<file path="src/rtl/core/pattern_deletion_stream_filter_defines.svh">
// ----------------------------------------------------------------------------
// pattern deletion stream filter assertion macros
// shared property wrappers for the filter's concurrent checks
// ----------------------------------------------------------------------------
`ifndef PATTERN_DELETION_STREAM_FILTER_DEFINES_SVH
`define PATTERN_DELETION_STREAM_FILTER_DEFINES_SVH

// same-cycle implication, checked outside reset
`define PDSF_ASSERT_ALWAYS(label, clk, rst_n, ante, cons) \
	label: assert property (@(posedge clk) disable iff (!rst_n) (ante) |-> (cons)) \
		else $error("pdsf assertion failed");

// next-cycle implication, checked outside reset
`define PDSF_ASSERT_NEXT(label, clk, rst_n, ante, cons) \
	label: assert property (@(posedge clk) disable iff (!rst_n) (ante) |=> (cons)) \
		else $error("pdsf assertion failed");

`endif

</file>
<file path="src/rtl/core/pdsf_pkg.sv">
// ----------------------------------------------------------------------------
// pdsf_pkg
// shared widths, register indexes and types of the pattern deletion filter
// ----------------------------------------------------------------------------
`default_nettype none

package pdsf_pkg;

	// element and configuration widths
	localparam int ELEM_W    = 16;
	localparam int CFG_W     = 64;
	localparam int CFG_IDX_W = 8;
	localparam int LEN_W     = 4;

	// pattern elements held in the two pattern registers
	localparam int PAT_PER_REG = CFG_W / ELEM_W;
	localparam int PAT_REG_MAX = 2 * PAT_PER_REG;

	// default window depth
	localparam int MAX_PATTERN_DEF = 8;

	// configuration register indexes
	localparam logic [CFG_IDX_W-1:0] REG_PATTERN_LEN  = 8'd0;
	localparam logic [CFG_IDX_W-1:0] REG_PATTERN_LOW  = 8'd1;
	localparam logic [CFG_IDX_W-1:0] REG_PATTERN_HIGH = 8'd2;

	// one result word
	typedef struct packed {
		logic [ELEM_W-1:0] kept_element;
		logic              has_value;
		logic              stream_end;
	} out_word_t;

	// control broadcast to every window cell
	typedef struct packed {
		logic take;
		logic shift;
	} cell_ctl_t;

	// pattern element k out of the two pattern registers, zero beyond them
	function automatic logic [ELEM_W-1:0] pat_elem(input int k,
			input logic [CFG_W-1:0] low, input logic [CFG_W-1:0] high);
		logic [ELEM_W-1:0] v;
		v = '0;
		if (k < PAT_PER_REG) begin
			v = low[ELEM_W*k +: ELEM_W];
		end else if (k < PAT_REG_MAX) begin
			v = high[ELEM_W*(k-PAT_PER_REG) +: ELEM_W];
		end
		return v;
	endfunction

endpackage

`default_nettype wire

</file>
<file path="src/rtl/core/pdsf_in_if.sv">
// ----------------------------------------------------------------------------
// pdsf_in_if
// input channel of the filter: one element word per handshake
// ----------------------------------------------------------------------------
`default_nettype none

interface pdsf_in_if;
	logic                      valid;
	logic                      ready;
	logic [pdsf_pkg::ELEM_W-1:0] element;
	logic                      is_last;

	modport source (output valid, output element, output is_last, input ready);
	modport sink   (input valid, input element, input is_last, output ready);
endinterface

`default_nettype wire

</file>
<file path="src/rtl/core/pdsf_out_if.sv">
// ----------------------------------------------------------------------------
// pdsf_out_if
// output channel of the filter: one kept element or end marker per word
// ----------------------------------------------------------------------------
`default_nettype none

interface pdsf_out_if;
	logic                      valid;
	logic                      ready;
	logic [pdsf_pkg::ELEM_W-1:0] kept_element;
	logic                      has_value;
	logic                      stream_end;

	modport source (output valid, output kept_element, output has_value,
		output stream_end, input ready);
	modport sink   (input valid, input kept_element, input has_value,
		input stream_end, output ready);
endinterface

`default_nettype wire

</file>
<file path="src/rtl/core/pattern_deletion_stream_filter.sv">
// ----------------------------------------------------------------------------
// pattern_deletion_stream_filter
// removes every non-overlapping occurrence of a configured pattern from an
// element stream, matching greedily from left to right
// ----------------------------------------------------------------------------
// Elements pass through a chain of MAX_PATTERN window cells that is compared
// against the pattern in parallel; the window does one action per cycle
// (append plus one drop-or-emit) and the output buffer takes one word per
// cycle, so in steady flow, while the buffer has room, one element is taken
// every cycle. An element marked last drains the window one action at a
// time; a closing action then tags the final word with stream_end, or sends
// a bare end marker when nothing is left. After the pattern length has been
// lowered, the next element also drains the surplus held elements before new
// input is taken. Configuration writes take effect on the next cycle; there
// is no clearing pass after reset.
`default_nettype none

`include "pattern_deletion_stream_filter_defines.svh"

module pattern_deletion_stream_filter #(
	parameter int MAX_PATTERN = pdsf_pkg::MAX_PATTERN_DEF
) (
	input  wire logic                           clk,
	input  wire logic                           arst_n,
	input  wire logic                           cfg_we,
	input  wire logic [pdsf_pkg::CFG_IDX_W-1:0] cfg_index,
	input  wire logic [pdsf_pkg::CFG_W-1:0]     cfg_data,
	pdsf_in_if.sink                             items,
	pdsf_out_if.source                          results
);

	localparam int FILL_W = $clog2(MAX_PATTERN + 1);
	localparam int EW     = pdsf_pkg::ELEM_W;

	// configuration registers
	logic [pdsf_pkg::LEN_W-1:0] pattern_len_q;
	logic [pdsf_pkg::CFG_W-1:0] pattern_low_q;
	logic [pdsf_pkg::CFG_W-1:0] pattern_high_q;

	// window control state
	logic [FILL_W-1:0] fill_q;
	logic [FILL_W-1:0] skip_q;
	logic              act_q;
	logic              last_q;
	logic              pv_q;
	logic [EW-1:0]     pend_q;

	// datapath
	logic [FILL_W-1:0]   len;
	logic                take;
	logic                go;
	logic                full;
	logic                fifo_full_w;
	logic [FILL_W-1:0]   cur_fill;
	logic                cur_last;
	logic                need_scan;
	logic                flush_one;
	logic                match;
	logic [EW-1:0]       cur_w [MAX_PATTERN];
	logic [EW-1:0]       nbr_w [MAX_PATTERN];
	logic [MAX_PATTERN-1:0] eq_v;
	pdsf_pkg::cell_ctl_t ctl;

	logic                shift;
	logic                emit;
	logic                close;
	logic                more;
	logic [FILL_W-1:0]   fill_n;
	logic [FILL_W-1:0]   skip_n;
	logic                act_n;
	logic                push;
	pdsf_pkg::out_word_t push_word;

	// configuration writes; unknown indexes are ignored
	always_ff @(posedge clk or negedge arst_n) begin
		if (!arst_n) begin
			pattern_len_q  <= pdsf_pkg::LEN_W'(1);
			pattern_low_q  <= '0;
			pattern_high_q <= '0;
		end else if (cfg_we) begin
			case (cfg_index)
				pdsf_pkg::REG_PATTERN_LEN:  pattern_len_q  <= cfg_data[pdsf_pkg::LEN_W-1:0];
				pdsf_pkg::REG_PATTERN_LOW:  pattern_low_q  <= cfg_data;
				pdsf_pkg::REG_PATTERN_HIGH: pattern_high_q <= cfg_data;
				default: ;
			endcase
		end
	end

	// pattern length saturated to the window depth
	always_comb begin
		if (int'(pattern_len_q) > MAX_PATTERN) begin
			len = FILL_W'(MAX_PATTERN);
		end else begin
			len = FILL_W'(pattern_len_q);
		end
	end

	// input handshake: one step at a time, buffer room for one push
	assign full        = fifo_full_w;
	assign items.ready = !act_q && !full;
	assign take        = items.valid && items.ready;
	assign go          = (take || act_q) && !full;

	// window as seen this cycle with the new word appended
	assign cur_fill  = fill_q + FILL_W'(take);
	assign cur_last  = take ? items.is_last : last_q;
	assign need_scan = (len != '0) && (cur_fill >= len);
	assign flush_one = ((len == '0) || cur_last) && (cur_fill != '0);
	assign match     = &eq_v;

	assign ctl.take  = take;
	assign ctl.shift = shift;

	// chain of window cells
	for (genvar i = 0; i < MAX_PATTERN; i++) begin : g_cell
		if (i == MAX_PATTERN - 1) begin : g_top
			assign nbr_w[i] = '0;
		end else begin : g_mid
			assign nbr_w[i] = cur_w[i+1];
		end

		pdsf_cell #(
			.FILL_W (FILL_W),
			.INDEX  (i)
		) u_cell (
			.clk     (clk),
			.ctl     (ctl),
			.fill    (fill_q),
			.len     (len),
			.element (items.element),
			.pat     (pdsf_pkg::pat_elem(i, pattern_low_q, pattern_high_q)),
			.nbr     (nbr_w[i]),
			.cur     (cur_w[i]),
			.eq      (eq_v[i])
		);
	end

	// one window action per cycle while the output buffer has room
	always_comb begin
		shift  = 1'b0;
		emit   = 1'b0;
		close  = 1'b0;
		fill_n = cur_fill;
		skip_n = skip_q;
		if (go) begin
			if (skip_q != '0) begin
				// finish dropping a matched run that left elements behind it
				shift  = 1'b1;
				fill_n = cur_fill - FILL_W'(1);
				skip_n = skip_q - FILL_W'(1);
			end else if (need_scan) begin
				if (match) begin
					if (cur_fill == len) begin
						fill_n = '0;
					end else begin
						shift  = 1'b1;
						fill_n = cur_fill - FILL_W'(1);
						skip_n = len - FILL_W'(1);
					end
				end else begin
					emit   = 1'b1;
					shift  = 1'b1;
					fill_n = cur_fill - FILL_W'(1);
				end
			end else if (flush_one) begin
				emit   = 1'b1;
				shift  = 1'b1;
				fill_n = cur_fill - FILL_W'(1);
			end else begin
				close = cur_last;
			end
		end
	end

	// work left in the window after this action
	assign more = (skip_n != '0) || ((len != '0) && (fill_n >= len))
		|| (((len == '0) || cur_last) && (fill_n != '0));

	always_comb begin
		act_n = act_q;
		if (go) begin
			act_n = cur_last ? !close : more;
		end
	end

	// result words; in a last step each word waits one action so the final
	// one can carry stream_end
	always_comb begin
		push      = go && ((emit && (!cur_last || pv_q)) || close);
		push_word = '{kept_element: cur_w[0], has_value: 1'b1, stream_end: 1'b0};
		if (close) begin
			push_word = '{kept_element: pv_q ? pend_q : '0, has_value: pv_q,
				stream_end: 1'b1};
		end else if (cur_last) begin
			push_word = '{kept_element: pend_q, has_value: 1'b1, stream_end: 1'b0};
		end
	end

	// control registers
	always_ff @(posedge clk or negedge arst_n) begin
		if (!arst_n) begin
			fill_q <= '0;
			skip_q <= '0;
			act_q  <= 1'b0;
			last_q <= 1'b0;
			pv_q   <= 1'b0;
		end else begin
			if (go) begin
				fill_q <= fill_n;
				skip_q <= skip_n;
			end
			act_q <= act_n;
			if (take) begin
				last_q <= items.is_last;
			end
			if (go && emit && cur_last) begin
				pv_q <= 1'b1;
			end else if (close) begin
				pv_q <= 1'b0;
			end
		end
	end

	// word held back during a last step
	always_ff @(posedge clk) begin
		if (go && emit && cur_last) begin
			pend_q <= cur_w[0];
		end
	end

	// output buffer
	pdsf_out_fifo u_out_fifo (
		.clk       (clk),
		.arst_n    (arst_n),
		.push      (push),
		.push_word (push_word),
		.full      (fifo_full_w),
		.results   (results)
	);

	// checks
	`PDSF_ASSERT_ALWAYS(a_skip_in_step, clk, arst_n, skip_q != '0, act_q)
	`PDSF_ASSERT_ALWAYS(a_pend_in_last, clk, arst_n, pv_q, act_q && last_q)
	`PDSF_ASSERT_ALWAYS(a_no_overflow, clk, arst_n, push, !fifo_full_w)
	`PDSF_ASSERT_NEXT(a_close_ends_step, clk, arst_n, close, !act_q && !pv_q)

endmodule

`default_nettype wire

</file>
<file path="src/rtl/core/pdsf_cell.sv">
// ----------------------------------------------------------------------------
// pdsf_cell
// one window slot: holds an element, takes the incoming word at the fill
// position, shifts from its upper neighbour and compares against its pattern
// ----------------------------------------------------------------------------
`default_nettype none

module pdsf_cell #(
	parameter int FILL_W = 4,
	parameter int INDEX  = 0
) (
	input  wire logic                          clk,
	input  wire pdsf_pkg::cell_ctl_t           ctl,
	input  wire logic [FILL_W-1:0]             fill,
	input  wire logic [FILL_W-1:0]             len,
	input  wire logic [pdsf_pkg::ELEM_W-1:0]   element,
	input  wire logic [pdsf_pkg::ELEM_W-1:0]   pat,
	input  wire logic [pdsf_pkg::ELEM_W-1:0]   nbr,
	output logic      [pdsf_pkg::ELEM_W-1:0]   cur,
	output logic                               eq
);

	logic [pdsf_pkg::ELEM_W-1:0] slot_q;
	logic                        load;

	// slot content with the incoming word appended at the fill position
	assign load = ctl.take && (fill == FILL_W'(INDEX));
	assign cur  = load ? element : slot_q;

	// slots at or beyond the pattern length do not take part in the match
	assign eq = (cur == pat) || (FILL_W'(INDEX) >= len);

	// hold or shift down by one
	always_ff @(posedge clk) begin
		slot_q <= ctl.shift ? nbr : cur;
	end

endmodule

`default_nettype wire

</file>
<file path="src/rtl/core/pdsf_out_fifo.sv">
// ----------------------------------------------------------------------------
// pdsf_out_fifo
// two-word output buffer that parts the window from the downstream handshake
// ----------------------------------------------------------------------------
`default_nettype none

module pdsf_out_fifo (
	input  wire logic                  clk,
	input  wire logic                  arst_n,
	input  wire logic                  push,
	input  wire pdsf_pkg::out_word_t   push_word,
	output logic                       full,
	pdsf_out_if.source                 results
);

	pdsf_pkg::out_word_t slot_q [2];
	logic                wr_ptr_q;
	logic                rd_ptr_q;
	logic [1:0]          count_q;
	logic                pop;
	pdsf_pkg::out_word_t head;

	assign pop  = results.valid && results.ready;
	assign full = (count_q == 2'd2);
	assign head = slot_q[rd_ptr_q];

	// head word to the port
	assign results.valid        = (count_q != 2'd0);
	assign results.kept_element = head.kept_element;
	assign results.has_value    = head.has_value;
	assign results.stream_end   = head.stream_end;

	// pointers and count
	always_ff @(posedge clk or negedge arst_n) begin
		if (!arst_n) begin
			wr_ptr_q <= 1'b0;
			rd_ptr_q <= 1'b0;
			count_q  <= 2'd0;
		end else begin
			if (push) begin
				wr_ptr_q <= !wr_ptr_q;
			end
			if (pop) begin
				rd_ptr_q <= !rd_ptr_q;
			end
			count_q <= count_q + 2'(push) - 2'(pop);
		end
	end

	// storage
	always_ff @(posedge clk) begin
		if (push) begin
			slot_q[wr_ptr_q] <= push_word;
		end
	end

endmodule

`default_nettype wire
</file>
<file path="src/flat_wrapper.sv">
// flat-port wrapper written by rule: the top's interface ports become plain ports
module pattern_deletion_stream_filter_flat 
#(
	parameter int MAX_PATTERN = pdsf_pkg::MAX_PATTERN_DEF
)
  (clk, arst_n, cfg_we, cfg_index, cfg_data, items_valid, items_element, items_is_last, items_ready, results_valid, results_kept_element, results_has_value, results_stream_end, results_ready);
  pdsf_in_if items_i ();
  pdsf_out_if results_i ();
  input  wire logic clk;
  input  wire logic arst_n;
  input  wire logic cfg_we;
  input  wire logic [pdsf_pkg::CFG_IDX_W-1:0] cfg_index;
  input  wire logic [pdsf_pkg::CFG_W-1:0] cfg_data;
  input wire logic [$bits(items_i.valid)-1:0] items_valid;
  input wire logic [$bits(items_i.element)-1:0] items_element;
  input wire logic [$bits(items_i.is_last)-1:0] items_is_last;
  output wire logic [$bits(items_i.ready)-1:0] items_ready;
  output wire logic [$bits(results_i.valid)-1:0] results_valid;
  output wire logic [$bits(results_i.kept_element)-1:0] results_kept_element;
  output wire logic [$bits(results_i.has_value)-1:0] results_has_value;
  output wire logic [$bits(results_i.stream_end)-1:0] results_stream_end;
  input wire logic [$bits(results_i.ready)-1:0] results_ready;
  assign items_i.valid = items_valid;
  assign items_i.element = items_element;
  assign items_i.is_last = items_is_last;
  assign items_ready = items_i.ready;
  assign results_valid = results_i.valid;
  assign results_kept_element = results_i.kept_element;
  assign results_has_value = results_i.has_value;
  assign results_stream_end = results_i.stream_end;
  assign results_i.ready = results_ready;
  pattern_deletion_stream_filter #(.MAX_PATTERN(MAX_PATTERN)) u_core (.clk(clk), .arst_n(arst_n), .cfg_we(cfg_we), .cfg_index(cfg_index), .cfg_data(cfg_data), .items(items_i), .results(results_i));
endmodule
</file>
<file path="config.mk">
export PLATFORM = sky130hd
export DESIGN_NAME = pattern_deletion_stream_filter_flat
export DESIGN_NICKNAME = d
export VERILOG_FILES = /design/src/rtl/core/pdsf_pkg.sv /design/src/rtl/core/pdsf_in_if.sv /design/src/rtl/core/pdsf_out_if.sv /design/src/rtl/core/pattern_deletion_stream_filter.sv /design/src/rtl/core/pdsf_cell.sv /design/src/rtl/core/pdsf_out_fifo.sv /design/src/flat_wrapper.sv
export VERILOG_INCLUDE_DIRS = /design/src /design/src/rtl/core
export SDC_FILE = /design/constraint.sdc
export NUM_CORES = 1
export LEC_CHECK = 0
export BUFFER_PORTS_ARGS = -buffer_cell sky130_fd_sc_hd__buf_4
export CORE_MARGIN = 5
export CORE_UTILIZATION = 51
export DETAILED_ROUTE_END_ITERATION = 12
export HOLD_SLACK_MARGIN = 0.12
export PLACE_DENSITY = 0.77
export SLEW_MARGIN = 40
export SYNTH_ARGS = -nofsm -noshare
export SYNTH_HDL_FRONTEND = slang
export SYNTH_SLANG_ARGS = --single-unit
</file>
<file path="constraint.sdc">
create_clock -name clk -period 7.4 [get_ports clk]
set_input_delay 1.85 -clock clk [delete_from_list [all_inputs] [get_ports clk]]
set_output_delay 1.85 -clock clk [all_outputs]
set_load 0.02 [all_outputs]
</file>
==> run summary <==
Non-Filler Instances -> 2252
# IOs -> 114
clock slew at reported path FFs -> 0.06 ns
final total power -> 8820 uW
area grow syn2layout -> 15.1%
crit share post-route -> 0.850
worst flop-to-flop path startpoint -> u_core.u_out_fifo.count_q[1]
Setup Skew -> 0.0165 ns
post-route ant nets -> 0
Post-CTS Hold Buffers -> 0
Final setup viols -> 0
Resized cells post-CTS -> 0
CTS H-Tree Depth -> 2
CP Launch Point -> items_valid
final WL -> 53300 microns
post-DP HPWL -> 39400 microns
vias in the first global route -> 13644
status -> completed
GRT Overall Usage -> 0.272
cell count after placement -> 2188
CTS Buffer Depth -> 3
nets -> 1891
Pre-antenna DRT Iters -> 6
Yosys warnings -> 0
Slew Viols, Final -> 0
multi-input logic area -> 0.00857 sq mm
Initial Util -> 0.515
share of layout cells above drive strength 1 -> 0.243
min cycle time layout -> 6.29 ns
Finished Core Util -> 0.593
LEAKAGE -> 0.00877 uW
Fin Setup TNS -> 0 ns
grt total ovfl -> 0
CP startpoint kind -> primary input
global-route wire length before repair -> 81300 microns
die area -> 0.0375 sq mm
Port Buffer Count -> 113
WP data required -> 7.79 ns
Yosys cell types -> 76
Worst-Margin Slew -> 0.835 ns
kind of critical path -> primary input to register
Slowest Stage Delay on Critical Path -> 0.45 ns
Post-Syn Area -> 0.0172 sq mm
Die Y-Extent -> 194 microns
Hold Crit Start -> u_core.u_out_fifo.wr_ptr_q
Seq/Total Area, Yosys -> 0.454
number of synthesized flops with an enable pin -> 52
Gate Count Post-Synth -> 1675
# DRC -> 0
post-CTS setup repair buffer count -> 0
Std-Cell Rows -> 67
Max Freq -> 0.159 GHz
Reg area -> 0.00780 sq mm
Avg Cell Area, Syn -> 10.3 sq um
antenna violations before repair -> 0
Final GP Congestion -> 0.952
Syn Nets -> 1789
via-per-instance ratio -> 6.17
DR vias -> 13902
#FFs+latches synth -> 327
filler cell count -> 2821
n_diodes -> 0
Slew Limit Headroom -> 0.438
CP Data Arrival Time -> 6.68 ns
CP max stage cell -> xor2_1
worst skew pair latency -> 0.52 ns
Peak VDD IR -> 0.247 mV
core area -> 0.0334 sq mm
Max Cap Viol -> 0
fraction of registers with async set/reset -> 0.450
wire length per cell -> 23.7 microns
largest net degree at the start of global routing -> 81
PwrDens -> 446 mW/mm^2
CTS tree -> built
commonest register cell after synthesis -> dfrtp_1
# clock sinks -> 327
HP Class -> register to register
final hold viol count -> 0
Clock Tree Root -> clkbuf_16
Inserted Clock Buffers -> 35
crit end category -> register
initial detailed-routing violation count -> 1265
die width -> 194 microns
RSZ-0062 raised after global routing -> no
worst-path fanout max -> 8
[critical path, delay by kind of cell]
| family | cells | cell delay, ns |
|---|---|---|
| buffers and inverters | 2 | 0.31 |
| AO/OA/AOI/OAI | 9 | 1.22 |
| XOR/XNOR | 1 | 0.45 |
| adder cells (fa/ha/maj) | 3 | 0.84 |
| AND/OR/NAND/NOR | 11 | 2.02 |
[path summary, 6_finish.rpt]
path,end,slack (ns),cells past startpoint
worst max-delay path,u_core.act_q,1.11,26
worst min-delay path,u_core.u_out_fifo.wr_ptr_q,0.49,1
worst max register to register,u_core.act_q,1.83,26
worst min register to register,u_core.u_out_fifo.wr_ptr_q,0.49,1
max in group asynchronous,u_core.pattern_high_q[23],5.01,2
min in group asynchronous,u_core.u_out_fifo.count_q[0],1.33,1
[report_power, final]
group	total, uW	leakage (uW)	switching, uW	internal, uW
Sequential	2980	0.00350	484	2490
Clock	1760	0.000556	741	1020
Combinational	4090	0.00472	2460	1630
Total	8820	0.00877	3680	5130
[Yosys cell counts (4+ instances only)]
cell type | count | area [sq um]
a21oi_1 | 57 | 285
a31oi_1 | 24 | 150
xnor2_1 | 78 | 683
a22o_1 | 19 | 166
o22ai_1 | 19 | 119
o221ai_1 | 9 | 78.8
a211oi_1 | 16 | 120
and2_1 | 4 | 25.0
clkinv_1 | 4 | 15.0
o31ai_1 | 6 | 45.0
nand2_1 | 108 | 405
a222oi_1 | 7 | 70.1
nor3_1 | 15 | 75.1
nand4_1 | 27 | 169
o211ai_1 | 10 | 75.1
buf_1 | 12 | 45.0
o21ai_0 | 41 | 205
nand3_1 | 21 | 105
nand2b_1 | 13 | 81.3
mux2_2 | 145 | 1630
buf_4 | 6 | 45.0
and3_1 | 13 | 81.3
nor2_1 | 140 | 526
dfrtp_1 | 146 | 3650
a21oi_2 | 5 | 43.8
a221oi_1 | 36 | 315
ha_1 | 20 | 250
mux2i_1 | 12 | 120
dfxtp_1 | 128 | 2560
nor3b_1 | 16 | 120
inv_1 | 130 | 488
edfxtp_1 | 52 | 1560
clkbuf_1 | 64 | 240
a2111oi_0 | 4 | 35.0
a221oi_2 | 50 | 751
buf_2 | 10 | 50.1
nor4b_1 | 4 | 35.0
nor2b_1 | 7 | 43.8
xor2_1 | 104 | 911
nor4_1 | 30 | 188
nand4b_1 | 4 | 35.0
[layer usage]
metal,GRT usage,up-vias,routed length (microns)
li1,-,6248,-
met1,0.367,6756,21600
met2,0.433,738,24300
met3,0.0468,160,4620
met4,0.126,0,2770
met5,0,-,0
[stage by stage]
stage / setup WS, ns / hold WS (ns) / cell area (sq um)
floorplan: 0.175 / 0.455 / 17200
global placement: 0.590 / 0.473 / 18600
detailed placement: 0.587 / 0.479 / 18600
CTS: 1.10 / 0.490 / 19800
global route: 0.693 / 0.515 / 19800
finish: 1.11 / 0.487 / 19800
[final cells by class]
type / count / area share
timing repair buffer: 158 / 0.0608
multi-input combinational: 1121 / 0.433
sequential: 327 / 0.394
tap: 448 / 0.0283
clock inverter: 16 / 0.00772
inverter: 134 / 0.0254
clock buffer: 48 / 0.0499
[logic make-up after synthesis]
| logic type | count (synthesis) | synth area share |
|---|---|---|
| and+or+nand+nor | 422 | 0.121 |
| AOI/OAI and AO/OA | 339 | 0.163 |
| DFF | 327 | 0.454 |
| buffers and inverters | 227 | 0.0521 |
| xor gates and xnor gates | 182 | 0.0928 |
| muxes | 158 | 0.103 |
| adders and majority gates | 20 | 0.0146 |
[layout by cell type (no fill, tap or decap), types with 14 or more instances in the layout]
cell	netlist	final
nor4_1	30	29
mux2_2	145	145
dfrtp_1	146	146
nor3_1	15	14
ha_1	20	20
a21oi_1	57	57
clkbuf_16	0	37
o22ai_1	19	19
buf_4	6	154
nand2_1	108	107
xor2_1	104	104
a221oi_2	50	50
a31oi_1	24	24
edfxtp_1	52	52
a211oi_1	16	16
o21ai_0	41	41
dfxtp_1	128	128
inv_1	130	130
nor2_1	140	137
nand4_1	27	27
a221oi_1	36	36
nor3b_1	16	15
xnor2_1	78	78
a22o_1	19	19
nand3_1	21	21
[registers in the layout, summed over array words and instances, names as in the netlist]
name and flops:
u_core.last_q 1, u_core.pattern_low_q 64, u_core.pattern_high_q 64, u_core.fill_q 4
u_core.pattern_len_q 4, u_core.skip_q 4, u_core.g_cell.u_cell.slot_q 128, u_core.pv_q 1
u_core.u_out_fifo.slot_q 36, u_core.act_q 1, u_core.u_out_fifo.wr_ptr_q 1, u_core.u_out_fifo.rd_ptr_q 1
u_core.u_out_fifo.count_q 2, u_core.pend_q 16
Power figures use the tool's default switching activity.
